[src/sv/trc_pkg.sv]
// shared constants, types and codes for the tag receiver and mode decider
package trc_pkg;

	localparam int CHAR_W             = 8;
	localparam int MAX_CHARS          = 12;
	localparam int HALF_CHARS         = 6;
	localparam int TAG_W              = CHAR_W * HALF_CHARS;
	localparam int CNT_W              = 4;
	localparam int TAG_LENGTH_DEFAULT = 12;

	localparam logic [CHAR_W-1:0] BACKSPACE = 8'h08;
	localparam logic [CHAR_W-1:0] CASE_GAP  = 8'd32;

	localparam logic [TAG_W-1:0] MASTER_HIGH_RESET = 48'h313830303844;
	localparam logic [TAG_W-1:0] MASTER_LOW_RESET  = 48'h433032453742;

	localparam int CFG_IDX_W = 2;
	localparam logic [CFG_IDX_W-1:0] REG_MASTER_HIGH = 2'd0;
	localparam logic [CFG_IDX_W-1:0] REG_MASTER_LOW  = 2'd1;

	typedef enum logic [1:0] {
		ACT_ENTER_ADD  = 2'd0,
		ACT_CLEAR_ALL  = 2'd1,
		ACT_SAVE_CARD  = 2'd2,
		ACT_CHECK_CARD = 2'd3
	} action_t;

	typedef struct packed {
		logic              is_backspace;
		logic              keep;
		logic [CHAR_W-1:0] ch;
	} char_info_t;

endpackage

[src/sv/trc_if.sv]
// stream interfaces for received bytes and emitted decisions
interface trc_rx_if;
	logic                       valid;
	logic                       ready;
	logic [trc_pkg::CHAR_W-1:0] rx_byte;

	modport source (output valid, output rx_byte, input ready);
	modport sink (input valid, input rx_byte, output ready);
endinterface

interface trc_dec_if;
	logic                      valid;
	logic                      ready;
	logic [1:0]                action;
	logic [trc_pkg::TAG_W-1:0] tag_high;
	logic [trc_pkg::TAG_W-1:0] tag_low;
	logic                      add_mode;

	modport source (output valid, output action, output tag_high, output tag_low,
		output add_mode, input ready);
	modport sink (input valid, input action, input tag_high, input tag_low,
		input add_mode, output ready);
endinterface

[src/sv/trc_char_class.sv]
// classifies one received byte: backspace, kept character (folded to uppercase) or dropped
module trc_char_class (
	input  logic [trc_pkg::CHAR_W-1:0] rx_byte,
	output trc_pkg::char_info_t        info
);

	logic                       is_lower;
	logic [trc_pkg::CHAR_W-1:0] upper;
	logic                       is_digit;
	logic                       is_alpha;

	always_comb begin
		is_lower = (rx_byte >= "a") && (rx_byte <= "z");
		upper    = is_lower ? (rx_byte - trc_pkg::CASE_GAP) : rx_byte;
		is_digit = (upper >= "0") && (upper <= "9");
		is_alpha = (upper >= "A") && (upper <= "Z");

		info.is_backspace = (rx_byte == trc_pkg::BACKSPACE);
		info.keep         = is_digit || is_alpha;
		info.ch           = upper;
	end

endmodule

[src/sv/trc_tag_core.sv]
// character buffer, count, master compare, add mode and the decision output register
module trc_tag_core #(
	parameter int TAG_LENGTH = trc_pkg::TAG_LENGTH_DEFAULT
) (
	input  logic                      clk,
	input  logic                      arst_n,
	input  logic                      item_valid,
	input  trc_pkg::char_info_t       info,
	input  logic [trc_pkg::TAG_W-1:0] master_high,
	input  logic [trc_pkg::TAG_W-1:0] master_low,
	output logic                      take,
	trc_dec_if.source                 dec
);

	localparam int TAG_LEN = (TAG_LENGTH < 1) ? 1 :
		((TAG_LENGTH > trc_pkg::MAX_CHARS) ? trc_pkg::MAX_CHARS : TAG_LENGTH);
	localparam int ALL_W = 2 * trc_pkg::TAG_W;

	logic [trc_pkg::CHAR_W-1:0] buf_q    [trc_pkg::MAX_CHARS];
	logic [trc_pkg::CHAR_W-1:0] buf_next [trc_pkg::MAX_CHARS];
	logic [trc_pkg::CNT_W-1:0]  count_q;
	logic                       mode_q;

	logic                       out_valid_q;
	trc_pkg::action_t           action_q;
	logic [trc_pkg::TAG_W-1:0]  tag_high_q;
	logic [trc_pkg::TAG_W-1:0]  tag_low_q;
	logic                       add_mode_q;

	logic                       advance;
	logic                       store;
	logic                       last;
	logic [ALL_W-1:0]           tag_all;
	logic [ALL_W-1:0]           master_all;
	logic                       match;
	trc_pkg::action_t           action_d;
	logic                       mode_d;

	assign advance = !out_valid_q || dec.ready;
	assign take    = item_valid && advance;
	assign store   = take && info.keep && !info.is_backspace;
	assign last    = store && (count_q == trc_pkg::CNT_W'(TAG_LEN - 1));

	assign master_all = {master_high, master_low};

	// the character arriving now completes the tag, so compare on the updated buffer
	always_comb begin
		tag_all = '0;
		match   = 1'b1;
		for (int i = 0; i < trc_pkg::MAX_CHARS; i++) begin
			buf_next[i] = (store && (count_q == trc_pkg::CNT_W'(i))) ? info.ch : buf_q[i];
			if (i < TAG_LEN) begin
				tag_all[trc_pkg::CHAR_W*(trc_pkg::MAX_CHARS-1-i) +: trc_pkg::CHAR_W] =
					buf_next[i];
				if (buf_next[i] !=
					master_all[trc_pkg::CHAR_W*(trc_pkg::MAX_CHARS-1-i) +: trc_pkg::CHAR_W])
					match = 1'b0;
			end
		end
	end

	always_comb begin
		if (match) begin
			action_d = mode_q ? trc_pkg::ACT_CLEAR_ALL : trc_pkg::ACT_ENTER_ADD;
			mode_d   = !mode_q;
		end else begin
			action_d = mode_q ? trc_pkg::ACT_SAVE_CARD : trc_pkg::ACT_CHECK_CARD;
			mode_d   = 1'b0;
		end
	end

	always_ff @(posedge clk) begin
		if (store) begin
			buf_q <= buf_next;
		end
	end

	always_ff @(posedge clk or negedge arst_n) begin
		if (!arst_n) begin
			count_q <= '0;
			mode_q  <= 1'b0;
		end else if (take) begin
			if (info.is_backspace) begin
				if (count_q != '0) begin
					count_q <= count_q - trc_pkg::CNT_W'(1);
				end
			end else if (last) begin
				count_q <= '0;
				mode_q  <= mode_d;
			end else if (store) begin
				count_q <= count_q + trc_pkg::CNT_W'(1);
			end
		end
	end

	always_ff @(posedge clk or negedge arst_n) begin
		if (!arst_n) begin
			out_valid_q <= 1'b0;
		end else if (advance) begin
			out_valid_q <= last;
		end
	end

	always_ff @(posedge clk) begin
		if (last) begin
			action_q   <= action_d;
			tag_high_q <= tag_all[ALL_W-1 -: trc_pkg::TAG_W];
			tag_low_q  <= tag_all[trc_pkg::TAG_W-1:0];
			add_mode_q <= mode_d;
		end
	end

	assign dec.valid    = out_valid_q;
	assign dec.action   = action_q;
	assign dec.tag_high = tag_high_q;
	assign dec.tag_low  = tag_low_q;
	assign dec.add_mode = add_mode_q;

endmodule

[src/sv/tag_receiver_and_mode_decider.sv]
// top level: input register, master tag registers, byte classifier and tag core
// Takes one received byte per cycle while the decision port does not stall. A byte is
// registered in the input register on acceptance and processed once the tag core takes it;
// the decision for the byte that completes the tag is registered in the output register and
// held there until taken; bytes keep flowing at one per cycle as long as the decision port
// does not stall. Backspace removes the last stored character, letters are folded to
// uppercase and anything else that is not a letter or digit is dropped. The master tag lives
// in two 48-bit registers (index 0 high half, index 1 low half, first character in the top
// byte); write them only while no bytes are in flight.
module tag_receiver_and_mode_decider #(
	parameter int TAG_LENGTH = trc_pkg::TAG_LENGTH_DEFAULT
) (
	input  logic                          clk,
	input  logic                          arst_n,
	input  logic                          cfg_we,
	input  logic [trc_pkg::CFG_IDX_W-1:0] cfg_index,
	input  logic [trc_pkg::TAG_W-1:0]     cfg_wdata,
	trc_rx_if.sink                        rx,
	trc_dec_if.source                     dec
);

	logic                       rx_valid_s1;
	logic [trc_pkg::CHAR_W-1:0] rx_byte_s1;
	logic [trc_pkg::TAG_W-1:0]  master_high_q;
	logic [trc_pkg::TAG_W-1:0]  master_low_q;
	trc_pkg::char_info_t        info;
	logic                       take;

	assign rx.ready = !rx_valid_s1 || take;

	always_ff @(posedge clk or negedge arst_n) begin
		if (!arst_n) begin
			rx_valid_s1 <= 1'b0;
		end else if (rx.ready) begin
			rx_valid_s1 <= rx.valid;
		end
	end

	always_ff @(posedge clk) begin
		if (rx.valid && rx.ready) begin
			rx_byte_s1 <= rx.rx_byte;
		end
	end

	always_ff @(posedge clk or negedge arst_n) begin
		if (!arst_n) begin
			master_high_q <= trc_pkg::MASTER_HIGH_RESET;
			master_low_q  <= trc_pkg::MASTER_LOW_RESET;
		end else if (cfg_we) begin
			if (cfg_index == trc_pkg::REG_MASTER_HIGH) begin
				master_high_q <= cfg_wdata;
			end else if (cfg_index == trc_pkg::REG_MASTER_LOW) begin
				master_low_q <= cfg_wdata;
			end
		end
	end

	trc_char_class u_char_class (
		.rx_byte (rx_byte_s1),
		.info    (info)
	);

	trc_tag_core #(
		.TAG_LENGTH (TAG_LENGTH)
	) u_tag_core (
		.clk         (clk),
		.arst_n      (arst_n),
		.item_valid  (rx_valid_s1),
		.info        (info),
		.master_high (master_high_q),
		.master_low  (master_low_q),
		.take        (take),
		.dec         (dec)
	);

endmodule

[src/flat_wrapper.sv]
// flat-port wrapper written by rule: the top's interface ports become plain ports
module tag_receiver_and_mode_decider_flat 
#(
	parameter int TAG_LENGTH = trc_pkg::TAG_LENGTH_DEFAULT
)
  (clk, arst_n, cfg_we, cfg_index, cfg_wdata, rx_valid, rx_rx_byte, rx_ready, dec_valid, dec_action, dec_tag_high, dec_tag_low, dec_add_mode, dec_ready);
  trc_rx_if rx_i ();
  trc_dec_if dec_i ();
  input  logic clk;
  input  logic arst_n;
  input  logic cfg_we;
  input  logic [trc_pkg::CFG_IDX_W-1:0] cfg_index;
  input  logic [trc_pkg::TAG_W-1:0] cfg_wdata;
  input wire logic [$bits(rx_i.valid)-1:0] rx_valid;
  input wire logic [$bits(rx_i.rx_byte)-1:0] rx_rx_byte;
  output wire logic [$bits(rx_i.ready)-1:0] rx_ready;
  output wire logic [$bits(dec_i.valid)-1:0] dec_valid;
  output wire logic [$bits(dec_i.action)-1:0] dec_action;
  output wire logic [$bits(dec_i.tag_high)-1:0] dec_tag_high;
  output wire logic [$bits(dec_i.tag_low)-1:0] dec_tag_low;
  output wire logic [$bits(dec_i.add_mode)-1:0] dec_add_mode;
  input wire logic [$bits(dec_i.ready)-1:0] dec_ready;
  assign rx_i.valid = rx_valid;
  assign rx_i.rx_byte = rx_rx_byte;
  assign rx_ready = rx_i.ready;
  assign dec_valid = dec_i.valid;
  assign dec_action = dec_i.action;
  assign dec_tag_high = dec_i.tag_high;
  assign dec_tag_low = dec_i.tag_low;
  assign dec_add_mode = dec_i.add_mode;
  assign dec_i.ready = dec_ready;
  tag_receiver_and_mode_decider #(.TAG_LENGTH(TAG_LENGTH)) u_core (.clk(clk), .arst_n(arst_n), .cfg_we(cfg_we), .cfg_index(cfg_index), .cfg_wdata(cfg_wdata), .rx(rx_i), .dec(dec_i));
endmodule
[config.mk]
export PLATFORM = sky130hd
export DESIGN_NAME = tag_receiver_and_mode_decider_flat
export DESIGN_NICKNAME = d
export VERILOG_FILES = /design/src/sv/trc_pkg.sv /design/src/sv/trc_if.sv /design/src/sv/trc_char_class.sv /design/src/sv/trc_tag_core.sv /design/src/sv/tag_receiver_and_mode_decider.sv /design/src/flat_wrapper.sv
export SDC_FILE = /design/constraint.sdc
export NUM_CORES = 1
export LEC_CHECK = 0
export BUFFER_PORTS_ARGS = -buffer_cell sky130_fd_sc_hd__buf_2
export CORE_MARGIN = 5
export CORE_UTILIZATION = 55
export DETAILED_ROUTE_END_ITERATION = 10
export PLACE_DENSITY_LB_ADDON = 0.05
export SETUP_SLACK_MARGIN = 0.3
export SLEW_MARGIN = 20
export SYNTH_ARGS = -nofsm -noshare
export SYNTH_HDL_FRONTEND = slang
export SYNTH_SLANG_ARGS = --single-unit
[constraint.sdc]
create_clock -name clk -period 5.57 [get_ports clk]
set_input_delay 0.2785 -clock clk [delete_from_list [all_inputs] [get_ports clk]]
set_output_delay 0.2785 -clock clk [all_outputs]
set_load 0.05 [all_outputs]
==> results of run 1 <==
==> worst min path at each step <==
stage                   from                                   end  slack, ns  cells after the start
4_1_cts        cfg_wdata[32]   u_core.master_low_q[32]$_DFFE_PN0P_     0.0009                      2
5_1_grt        cfg_wdata[32]   u_core.master_low_q[32]$_DFFE_PN0P_     0.0007                      2
2_1_floorplan         arst_n   u_core.master_high_q[0]$_DFFE_PN0P_      -0.02                      0
6_report       cfg_wdata[32]   u_core.master_low_q[32]$_DFFE_PN0P_       0.01                      2
3_5_place_dp          arst_n  u_core.master_high_q[24]$_DFFE_PN0P_       0.32                      1
3_3_place_gp          arst_n  u_core.master_high_q[24]$_DFFE_PN0P_       0.31                      1
==> state kept, by name, summed over array words and instances (netlist names) <==
| register | count |
|---|---|
| u_core.master_high_q | 48 |
| u_core.u_tag_core.dec.tag_low | 48 |
| u_core.rx_valid_s1 | 1 |
| u_core.u_tag_core.dec.tag_high | 48 |
| u_core.u_tag_core.dec.action | 2 |
| u_core.master_low_q | 48 |
| u_core.u_tag_core.buf_q | 96 |
| u_core.u_tag_core.mode_q | 1 |
| u_core.u_tag_core.dec.valid | 1 |
| u_core.rx_byte_s1 | 8 |
| u_core.u_tag_core.count_q | 4 |
| u_core.u_tag_core.dec.add_mode | 1 |
==> layout by cell type, fill, tap and decap left out, drive strengths merged, types with 11 or more instances in the layout <==
cell type / count
nor4: 11
mux2: 91
inv: 92
edfxtp: 203
clkbuf: 41
dfrtp: 70
mux2i: 17
buf: 210
a22oi: 11
nor2: 20
dfstp: 33
nand4: 13
a21oi: 21
o22ai: 17
nor3: 15
o2111ai: 17
dlygate4sd3: 56
and2: 11
xnor2: 23
nand3: 14
xor2: 14
nand2: 100
o21ai: 87
==> stage by stage <==
stage	setup slack [ns]	power (W)	util, %
2_1_floorplan	0.623	0.00339	-
3_3_place_gp	0.595	0.00381	61.5
3_5_place_dp	0.495	0.00382	61.5
4_1_cts	0.490	0.00606	68.3
5_1_grt	0.313	0.00627	68.5
6_report	0.463	0.00607	68.5
==> layer usage <==
layer,up-vias,global-route usage (%),share of wire [%]
met5,-,0,0.077
met4,6,11.0,4.0
met3,115,8.21,11
met2,660,48.2,44
met1,4976,44.7,41
li1,4421,-,-
==> cell type report <==
type,count,area [um2],share of cell area [%]
flip-flops and latches,306,8710,52.2
multi-input cells,607,4410,26.4
repair buffers,266,1730,10.4
clock buffers,41,873,5.23
well taps,324,405,2.43
clock inverters,16,223,1.33
inverters,90,342,2.05
==> cells by family after synthesis <==
logic type	Yosys count	synth area share (%)
flip-flops	306	63.6
AO/OA/AOI/OAI	237	12.5
AND/OR/NAND/NOR	218	7.76
buffers and inverters	150	4.45
multiplexers	108	8.72
XOR/XNOR	37	2.37
adder cells (fa/ha/maj)	7	0.639
==> power breakdown <==
group          internal, W  total, W  switching, W  leakage (nW)
clock network      0.00134   0.00223      0.000892         0.542
logic             0.000376   0.00100      0.000625          3.14
registers          0.00265   0.00285      0.000196          3.03
==> worst reg2reg max path, stage by stage (launching register included) <==
cell       delay [ns]
edfxtp_1         0.39
or4_4            0.56
o21ai_2          0.32
o211a_1          0.77
o2111ai_2        0.49
buf_4            0.31
mux2_2           0.30
a22oi_1          0.23
o221a_1          0.23
o2111ai_1        0.09
or4_1            0.47
nor4_1           0.39
ha_1             0.31
==> timing repair <==
item	CTS	global route
setup buffers	0	4
endpoints found under the hold margin	131	0
setup endpoints to repair	0	2
hold buffers	56	0
==> results.py, run 1 <==
metrics = {
    "sta": {
        "max_slew_margin_pct": 36.3,
        "final_total_negative_setup_slack_ns": 0,
        "slew_violations": 0,
        "rsz0062_at_grt": "no",
        "worst_slew_pin_slew_ns": 0.955,
        "min_period_over_period_pct": 91.7,
        "worst_clock_skew_ns": 0.0168,
        "fin_crit_ns": 5.11,
        "whs_ns": 0.0147,
        "hold_violation_total_from_the_final_report": 0,
        "fmaxAchievable_mhz": 196,
        "final_setup_violating_endpoints": 0,
    },
    "logic_synthesis": {
        "synth_seq_cells": 306,
        "synth_commonest_cells": "203 x edfxtp_1, 100 x nand2_1, 89 x inv_1",
        "synth_edf_count": 203,
        "portion_of_synthesized_cell_area_occupied_by_the_leading_cell_type_pct": 44.5,
        "synthCells": 1063,
        "synth-warning-count": 0,
        "synth_top_flop_cell": "edfxtp_1",
        "synth_area_leaders": "edfxtp_1 44%, dfrtp_1 13%, mux2_2 7.1%",
        "syn_area_um2": 13700,
        "avgSynthCellArea_um2": 12.9,
        "cell_taking_the_most_area_after_synthesis": "edfxtp_1",
        "seq_area_frac_synth_pct": 63.6,
        "synth_fp_nets": 1133,
        "synth_cell_types": 72,
        "most_common_cell_in_the_synthesized_netlist": "edfxtp_1",
        "async_reset_ff_share_pct": 33.7,
    },
    "routing": {
        "post_route_wl_mm": 45.7,
        "firstDrtPassIters": 5,
        "num_vias": 10178,
        "drc_errors": 0,
        "post_drt_via_cell_ratio": 6.17,
        "wl_per_cell_um": 27.7,
        "remaining_antenna_violation_count_after_routing": 0,
        "drt-initial-drc-count": 1217,
    },
    "clock_tree": {
        "cts.repair.resized": 0,
        "clock_tree.buffer_depth": 3,
        "cts_sinks": 306,
        "clock_insertion_delay_worst_skew_ns": 0.57,
        "cts_root_buf": "clkbuf_16",
        "cts_tree": "built",
        "clk_pin_slew_ns": 0.07,
        "clock_tree.htree_level_count": 1,
        "cts-buffers-inserted": 31,
    },
    "setup_path": {
        "timing.critical_path.required_ns": 5.89,
        "regToRegStartpoint": "u_core.rx_byte_s1[0]$_DFFE_PP_",
        "endpoint": "u_core.u_tag_core.dec.action[0]$_DFFE_PP_",
        "crit_start": "u_core.rx_byte_s1[0]$_DFFE_PP_",
        "worst_path_largest_cell_delay_ns": 0.77,
        "cp.depth": 12,
        "path_max_fanout": 16,
        "r2r-end": "u_core.u_tag_core.dec.action[0]$_DFFE_PP_",
        "cp.buffers_inverters": 1,
        "worstRegToRegCells": 12,
        "setup.worst_path.start_class": "flop",
        "worstPathCellList": "or4_4 > o21ai_2 > o211a_1 > o2111ai_2 > buf_4 > mux2_2 > a22oi_1 > o221a_1 > o2111ai_1 > or4_1 > nor4_1 > ha_1",
        "critical_path_arrival_ns": 5.43,
        "critical_path.slowest_cell": "o211a_1",
        "path_class": "flop to flop",
        "critPathCaptureType": "flop",
        "setup.reg_to_reg.worst_slack_ns": 0.46,
        "path_delay_family": "compound AO/OA/AOI/OAI gates",
    },
    "floorplanning": {
        "die_area_um2": 28200,
        "initial_utilization_pct": 56.2,
        "floorplan.rows": 57,
        "fp.dieH_um": 168,
        "number_of_top_level_design_ports": 164,
        "core_region_area_um2": 24400,
        "die_w_um": 168,
    },
    "placed_design": {
        "detail_placement_hpwl_mm": 32.3,
        "placedInstanceArea_um2": 15000,
        "dp_cells": 1533,
        "gpl.final_weighted_congestion": 0.952,
        "io_buffer_count": 163,
    },
    "cells_and_area": {
        "drive_above_1_share_pct": 30.2,
        "ant_diodes": 0,
        "area_growth_syn_to_layout_pct": 21.9,
        "n_fill_cell": 1843,
        "finish.net_count": 1372,
        "layoutNonFillerInstCount": 1650,
        "fin_area_um2": 16700,
    },
    "power": {
        "power_per_cell_area_nw_per_um2": 364,
        "vdd_ir_drop_max_mv": 0.312,
        "cellLeakagePower_nw": 6.71,
    },
    "worst_hold_path": {
        "hp-class": "input pin to flop",
    },
    "global_route": {
        "grt_use_total_pct": 31.7,
        "antenna_found_initial": 3,
        "grt_first_pass_wirelength_mm": 66.4,
        "maximum_number_of_pins_on_one_net_before_global_route_repair": 71,
        "vias_in_the_first_global_route": 10073,
        "overflow": 0,
    },
    "outcome": {
        "run_status": "finished clean",
    },
    "run": {
        "cap_violations": 0,
    },
}
Power figures use the tool's default switching activity.
==> run 2, diff against run 1 <==
==> constraint.sdc (replaced) <==
create_clock -name clk -period 5.57 [get_ports clk]
set_input_delay 1.114 -clock clk [delete_from_list [all_inputs] [get_ports clk]]
set_output_delay 1.114 -clock clk [all_outputs]
set_load 0.05 [all_outputs]
==> results.py, run 2 (synthesis results as in run 1) <==
metrics = {
    "setup_path": {
        "worstPathCellList": "inv_1 > ha_1 > nor2_1 > o21ai_1 > a211oi_4 > o2111ai_2 > mux2i_1 > a221oi_1 > nand4_1 > nor4_1 > nand4_1 > nor4_1 > ha_1",
        "path_max_fanout": 12,
        "worst_path_largest_cell_delay_ns": 0.71,
        "crit_start": "u_core.rx_byte_s1[5]$_DFFE_PP_",
        "critical_path_arrival_ns": 5.29,
        "regToRegStartpoint": "u_core.rx_byte_s1[5]$_DFFE_PP_",
        "path_class": "flop to flop",
        "critPathCaptureType": "flop",
        "critical_path.slowest_cell": "a211oi_4",
        "timing.critical_path.required_ns": 5.88,
        "setup.worst_path.start_class": "flop",
        "worstRegToRegCells": 13,
    },
    "sta": {
        "slew_violations": 0,
        "min_period_over_period_pct": 89.5,
        "hold_violation_total_from_the_final_report": 0,
        "whs_ns": 0.446,
        "worst_slew_pin_slew_ns": 0.912,
        "final_total_negative_setup_slack_ns": 0,
        "rsz0062_at_grt": "no",
        "fmaxAchievable_mhz": 201,
        "max_slew_margin_pct": 39.2,
        "fin_crit_ns": 4.98,
        "final_setup_violating_endpoints": 0,
        "worst_clock_skew_ns": 0.0219,
    },
    "clock_tree": {
        "clock_tree.htree_level_count": 1,
        "cts-buffers-inserted": 30,
        "clock_insertion_delay_worst_skew_ns": 0.57,
        "post-cts-setup-buffer-count": 0,
        "clock_tree.buffer_depth": 3,
        "cts_root_buf": "clkbuf_16",
        "cts_hold_repair.buffers": 0,
        "cts_sinks": 306,
        "cts.repair.resized": 0,
        "clk_pin_slew_ns": 0.07,
        "cts_tree": "built",
    },
    "outcome": {
        "run_status": "finished clean",
    },
    "power": {
        "comb_power_share_pct": 16.0,
        "vdd_ir_drop_max_mv": 0.278,
        "power.internal_w": 0.00424,
        "cellLeakagePower_nw": 6.39,
        "power_per_cell_area_nw_per_um2": 369,
        "power.clock.fraction_pct": 36.0,
        "netSwitchingPower_w": 0.00167,
        "share_seq_of_total_power_pct": 48.0,
        "p_sw_share_pct": 28.3,
    },
    "floorplanning": {
        "die_w_um": 168,
        "initial_utilization_pct": 56.2,
        "number_of_top_level_design_ports": 164,
        "core_region_area_um2": 24400,
        "floorplan.rows": 57,
        "die_area_um2": 28200,
        "fp.dieH_um": 168,
    },
    "placed_design": {
        "detail_placement_hpwl_mm": 31.0,
        "gpl.final_weighted_congestion": 0.958,
        "io_buffer_count": 163,
    },
    "cells_and_area": {
        "layout_common_cells": "203 x edfxtp_1, 162 x buf_2, 100 x nand2_1, 88 x inv_1, 86 x mux2_2",
        "area_growth_syn_to_layout_pct": 16.9,
        "drive_above_1_share_pct": 30.6,
        "finish.net_count": 1307,
        "n_fill_cell": 1919,
        "largest_register_ffs": 96,
        "register_bank_with_the_most_flops": "u_core.u_tag_core.buf_q",
        "layout_commonest_cell": "edfxtp_1",
        "final_design_utilization_pct": 65.7,
        "ant_diodes": 0,
    },
    "routing": {
        "post_route_wl_mm": 43.6,
        "wl_per_cell_um": 27.5,
        "firstDrtPassIters": 5,
        "drc_errors": 0,
        "remaining_antenna_violation_count_after_routing": 0,
        "num_vias": 9823,
        "post_drt_via_cell_ratio": 6.20,
        "drt-initial-drc-count": 1333,
    },
    "global_route": {
        "overflow": 0,
        "maximum_number_of_pins_on_one_net_before_global_route_repair": 71,
        "vias_in_the_first_global_route": 9575,
        "grt_use_total_pct": 30.2,
        "grt_first_pass_wirelength_mm": 63.9,
        "antenna_found_initial": 0,
    },
    "run": {
        "cap_violations": 0,
    },
    "worst_hold_path": {
        "hp-class": "input pin to asynchronous set/reset pin",
    },
}
run 2: cell count changes in the layout (fill, tap and decap cells not counted), moves of 2 or more:
| cell | previous run | this run |
|---|---|---|
| clkbuf_1 | 4 | 7 |
| buf_4 | 48 | 40 |
| clkbuf_8 | 6 | 1 |
| clkinv_1 | 0 | 3 |
| clkinv_2 | 7 | 5 |
| dlygate4sd3_1 | 56 | 0 |
run 2: path summary, 6_finish.rpt:
kind / to / slack, ns
setup / recovery: u_core.u_tag_core.dec.action[0]$_DFFE_PP_ / 0.59
hold / removal: u_core.master_low_q[30]$_DFFE_PN0P_ / 0.45
setup reg to reg: u_core.u_tag_core.dec.action[0]$_DFFE_PP_ / 0.59
hold reg to reg: u_core.master_low_q[42]$_DFFE_PN0P_ / 0.51
max in group asynchronous: u_core.master_high_q[3]$_DFFE_PN0P_ / 4.19
min in group clk: u_core.master_low_q[42]$_DFFE_PN0P_ / 0.51
run 2: area by class of cell:
class	instances	area, um2	share of cell area (%)
flip-flops and latches	306	8710	54.4
clock buffers	38	791	4.94
clock inverters	18	239	1.49
inverters	90	342	2.13
multi-input cells	607	4410	27.6
repair buffers	202	1110	6.94
well taps	324	405	2.53
run 2: worst max-delay path: cells and delay by family (launching register included):
kind                       cells  cell delay, ns
AOI/OAI and AO/OA              4            1.96
adders and majority gates      2            0.64
buffers and inverters          1            0.09
and+or+nand+nor                5            1.11
DFF                            1            0.61
muxes                          1            0.31
run 2: power by group through the flow:
stage                     sequential [W]  combinational [W]  clock (W)
after global routing             0.00285            0.00101    0.00224
after CTS                        0.00283           0.000928    0.00215
after detailed placement         0.00287           0.000923          0
after global placement           0.00287           0.000915          0
after floorplan                  0.00280           0.000589          0
final                            0.00283           0.000943    0.00213
run 2: metal layers:
layer | share of wire [%] | GRT usage, %
met1 | 42 | 45.1
met2 | 45 | 46.3
met3 | 9.4 | 4.83
met4 | 3.2 | 8.57
met5 | 0 | 0
run 2: metrics by stage:
stage | area, um2 | power [W] | cells | setup WS [ns]
6_report | 16000 | 0.00591 | 1585 | 0.587
5_1_grt | 16000 | 0.00610 | 1585 | 0.384
4_1_cts | 16000 | 0.00590 | 1585 | 0.580
3_5_place_dp | 15000 | 0.00379 | 1529 | 0.583
3_3_place_gp | 15000 | 0.00378 | 1529 | 0.567
2_1_floorplan | 13700 | 0.00339 | 1063 | 0.623
